<file path="src/hw/rtl/ccc_pkg.sv">
// ----------------------------------------------------------------------------
// ccc_pkg
// Shared widths, constants and sequencer states of the coin composition counter.
// ----------------------------------------------------------------------------
package ccc_pkg;

  localparam int COIN_W   = 20;
  localparam int WAY_W    = 30;
  localparam int TARGET_W = 12;
  localparam int CMP_W    = COIN_W + 1;

  localparam int MAX_COINS_DEF = 128;
  localparam int MAX_SUM_DEF   = 4095;

  localparam logic [WAY_W-1:0]    WAY_MODULUS  = 30'd1000000007;
  localparam logic [TARGET_W-1:0] TARGET_RESET = 12'd1;

  typedef enum logic [3:0] {
    ST_LOAD,
    ST_CLEAR,
    ST_HERE_RD,
    ST_HERE_WAIT,
    ST_COINS,
    ST_DRAIN,
    ST_FINAL_RD,
    ST_FINAL_WAIT,
    ST_RESULT
  } ccc_state_t;

endpackage

</file>
<file path="src/hw/rtl/ccc_ways_update.sv">
// ----------------------------------------------------------------------------
// ccc_ways_update
// Read-modify-write data path of the ways table: forward the previous write
// over a stale read, then add the current count modulo the prime.
// ----------------------------------------------------------------------------
module ccc_ways_update #(
  parameter int SUM_W = 12
) (
  input  logic [ccc_pkg::WAY_W-1:0] rd_data,
  input  logic [SUM_W-1:0]          rd_addr,
  input  logic                      fwd_valid,
  input  logic [SUM_W-1:0]          fwd_addr,
  input  logic [ccc_pkg::WAY_W-1:0] fwd_data,
  input  logic [ccc_pkg::WAY_W-1:0] here,
  output logic [ccc_pkg::WAY_W-1:0] upd
);

  logic [ccc_pkg::WAY_W-1:0] old;
  logic [ccc_pkg::WAY_W:0]   sum;
  logic [ccc_pkg::WAY_W:0]   modulus_wide;

  assign modulus_wide = {1'b0, ccc_pkg::WAY_MODULUS};

  always_comb begin
    // the RAM read returned the value from before the last write
    old = (fwd_valid && (fwd_addr == rd_addr)) ? fwd_data : rd_data;
    sum = {1'b0, old} + {1'b0, here};
    if (sum >= modulus_wide) begin
      upd = ccc_pkg::WAY_W'(sum - modulus_wide);
    end else begin
      upd = sum[ccc_pkg::WAY_W-1:0];
    end
  end

endmodule

</file>
<file path="config.mk">
export PLATFORM = sky130hd
export DESIGN_NAME = ccc_ways_update
export DESIGN_NICKNAME = d
export VERILOG_FILES = /design/src/hw/rtl/ccc_pkg.sv /design/src/hw/rtl/ccc_ways_update.sv
export SDC_FILE = /design/constraint.sdc
export NUM_CORES = 1
export LEC_CHECK = 0
export BUFFER_PORTS_ARGS = -buffer_cell sky130_fd_sc_hd__buf_4
export CORE_UTILIZATION = 47
export DETAILED_ROUTE_END_ITERATION = 6
export GPL_ROUTABILITY_DRIVEN = 0
export PLACE_DENSITY = 0.78
export SLEW_MARGIN = 20
export SYNTH_ARGS = -nofsm -noshare
export SYNTH_HDL_FRONTEND = slang
export SYNTH_SLANG_ARGS = --single-unit
</file>
<file path="constraint.sdc">
create_clock -name vclk -period 8
set_input_delay 1.6 -clock vclk [all_inputs]
set_output_delay 1.6 -clock vclk [all_outputs]
set_load 0.02 [all_outputs]
</file>
==> metrics.md <==
| Metric | Value |
|---|---|
| Status | finished, violations left |
| Failing checks | setup timing |
| Largest net degree at the start of global routing | 13 |
| # rows | 31 |
| Crit. Startpoint | rd_addr[11] |
| Core Area | 0.00733 sq mm |
| # IOs | 145 |
| Setup TNS | -2440 ps |
| Synth area leader | ha_1 |
| Die Width | 89.4 microns |
| Final nets | 839 |
| Dpl ws | -243 ps |
| Max Freq | 0.121 GHz |
| Initial drt markers | 281 |
| Crit path max fanout | 7 |
| Gate Count Post-Synth | about 490 |
| Total wire length | 13.1 mm |
| Post-route ant nets | 0 |
| Most common cell after layout, fill and taps aside | buf_4 |
| Die Ht | 89.4 microns |
| Routed length per instance | 16.6 microns |
| Period utilization | 1.03 |
| Crit start category | input pin |
| Total GRT Usage | 0.292 |
| Final Hold Viols | 0 |
| Global-route wire length before repair | 19.1 mm |
| Hpwl dp | 9.69 mm |
| Unrepaired setup endpoints after global routing | yes |
| HP Start | here[0] |
| Die area | 0.00800 sq mm |
| Residual DRC | 0 |
| Sequential cell area fraction in the yosys report | 0 |
| Commonest cells after routing, fill and taps aside | buf_4, nand2_1, a21oi_1 |
| Via density | 6.15 |
| Register area | 0 sq um |
| Antenna Cells | 0 |
| Top cell type's share of synthesized area | 0.108 |
| FILL cells | ~500 |
| Total gr overflow | 0 |
| Pre-Repair DR Iteration Count | 5 |
| HP Class | input pin to output pin |
| Worst slew margin | 0.541 |
| Vias in the first global route | 4578 |
| Syn nets | 641 |
| I/O Buffers | 145 |
| Avg Inst Size Synth | 7.27 sq um |
| Warning count from the yosys run | 0 |
| Share of layout cells above drive strength 1 | 0.513 |
| Setup CP Type | input pin to output pin |
| Unique masters post-synth | 75 |
| Sequential cell count | 0 |
| Max-Cap Viols | 0 |
| Critical Path AT | 6650 ps |
| Post-layout minimum cycle time | 8250 ps |
| Synth area leaders | ha_1, mux2_2, xnor2_1 |
| P&R area growth vs syn | 60.6% |
| Initial antenna violation count | 0 |
| Post-Syn Area | 0.00359 sq mm |
| Worst-margin pin slew | slightly below 700 ps |
| Final Cell Area | 0.00577 sq mm |
| Pleak | 2.55 nW |
| Final WS setup | -248 ps |
| Crit. End Element | output pin |
| Final number of setup-violating endpoints | 24 |
| Via count | 4854 |
| # clk buffers | 0 |
| Dpl cell area | 0.00509 sq mm |
| Core Util, Final | 0.787 |
| Max IR drop VDD | 109 uV |
| Pins Over Slew Limit | 0 |
| Required time of the critical path | between 6000 and 7000 ps |
| PwrDens | 135 mW/mm^2 |
| Initial core utilization | 0.490 |
## kinds of logic after synthesis
family | count (synthesis) | share of synthesized area
and+or+nand+nor | 166 | 0.242
buffers and inverters | 38 | 0.0568
AOI/OAI and AO/OA | 171 | 0.352
muxes | 31 | 0.0972
adders and majority gates | 32 | 0.114
xor gates and xnor gates | 56 | 0.139
## power by group
part	switching, W	internal (W)	total, W
registers	0	0	0
clock network	0	0	0
logic	0.000411	0.000371	0.000782
total	0.000411	0.000371	0.000782
## metal layers
metal | routed length, microns | track usage
met5 | 0 | 0
met4 | 667 | 0.133
met3 | 696 | 0.0332
met2 | 6940 | 0.584
met1 | 4830 | 0.299
## repair_timing
action                                  in CTS  in global routing
endpoints found under the setup margin      23                 30
gates resized for setup                     31                 64
hold buffers                                 0                  0
setup buffers                                9                 10
cloned                                       1                  1
pin swaps                                   18                 28
## through the flow
step | hold slack (ps) | instances | total power, W
6_report | 3670 | 789 | 0.000782
5_1_grt | 3680 | 789 | 0.000831
4_1_cts | 3660 | 778 | 0.000684
3_5_place_dp | 3730 | 768 | 0.000645
3_3_place_gp | 3720 | 768 | 0.000633
2_1_floorplan | 3540 | 494 | 0.000397
## path summary, 6_finish.rpt
| kind | to | cells past startpoint |
|---|---|---|
| setup / recovery | upd[12] | 23 |
| hold / removal | upd[0] | 4 |
## area by class of cell
type               instances  area [sq um]  area share
inverters                 10          37.5     0.00650
multi-input cells        456          3830       0.663
well taps                 99           124      0.0215
repair buffers           224          1780       0.309
## critical path: stages
cell	delay (ps)
buf_6	90
xnor2_2	140
nand4_1	140
nor4_2	230
nand4_1	250
buf_6	230
mux2_4	310
ha_4	160
fa_2	380
a211o_1	310
nor3_2	200
o211ai_1	190
a211oi_4	340
nand2_1	100
or4_4	510
o311ai_4	360
buf_4	170
o211a_4	190
buf_12	120
buf_16	110
nand2_1	80
xnor2_1	240
buf_4	180
## cell usage after synthesis (all sizes together) (3+ instances only)
| cell type | instances |
|---|---|
| buf | 11 |
| a21oi | 49 |
| nand3 | 14 |
| a21o | 12 |
| or4 | 3 |
| a221o | 3 |
| o211a | 4 |
| a311oi | 3 |
| mux2 | 31 |
| nand4 | 13 |
| o21bai | 7 |
| o21ai | 31 |
| a21boi | 3 |
| ha | 31 |
| nand3b | 4 |
| and2 | 7 |
| and3 | 6 |
| a211o | 7 |
| inv | 10 |
| a211oi | 11 |
| nand2b | 3 |
| xnor2 | 38 |
| clkbuf | 17 |
| o211ai | 10 |
| or3 | 6 |
| o21a | 6 |
| a31oi | 3 |
| nor2 | 36 |
| xor2 | 18 |
| and4 | 5 |
| nand2 | 48 |
| nor4 | 4 |
| nor3 | 11 |
| o31ai | 3 |
Power figures use the tool's default switching activity.
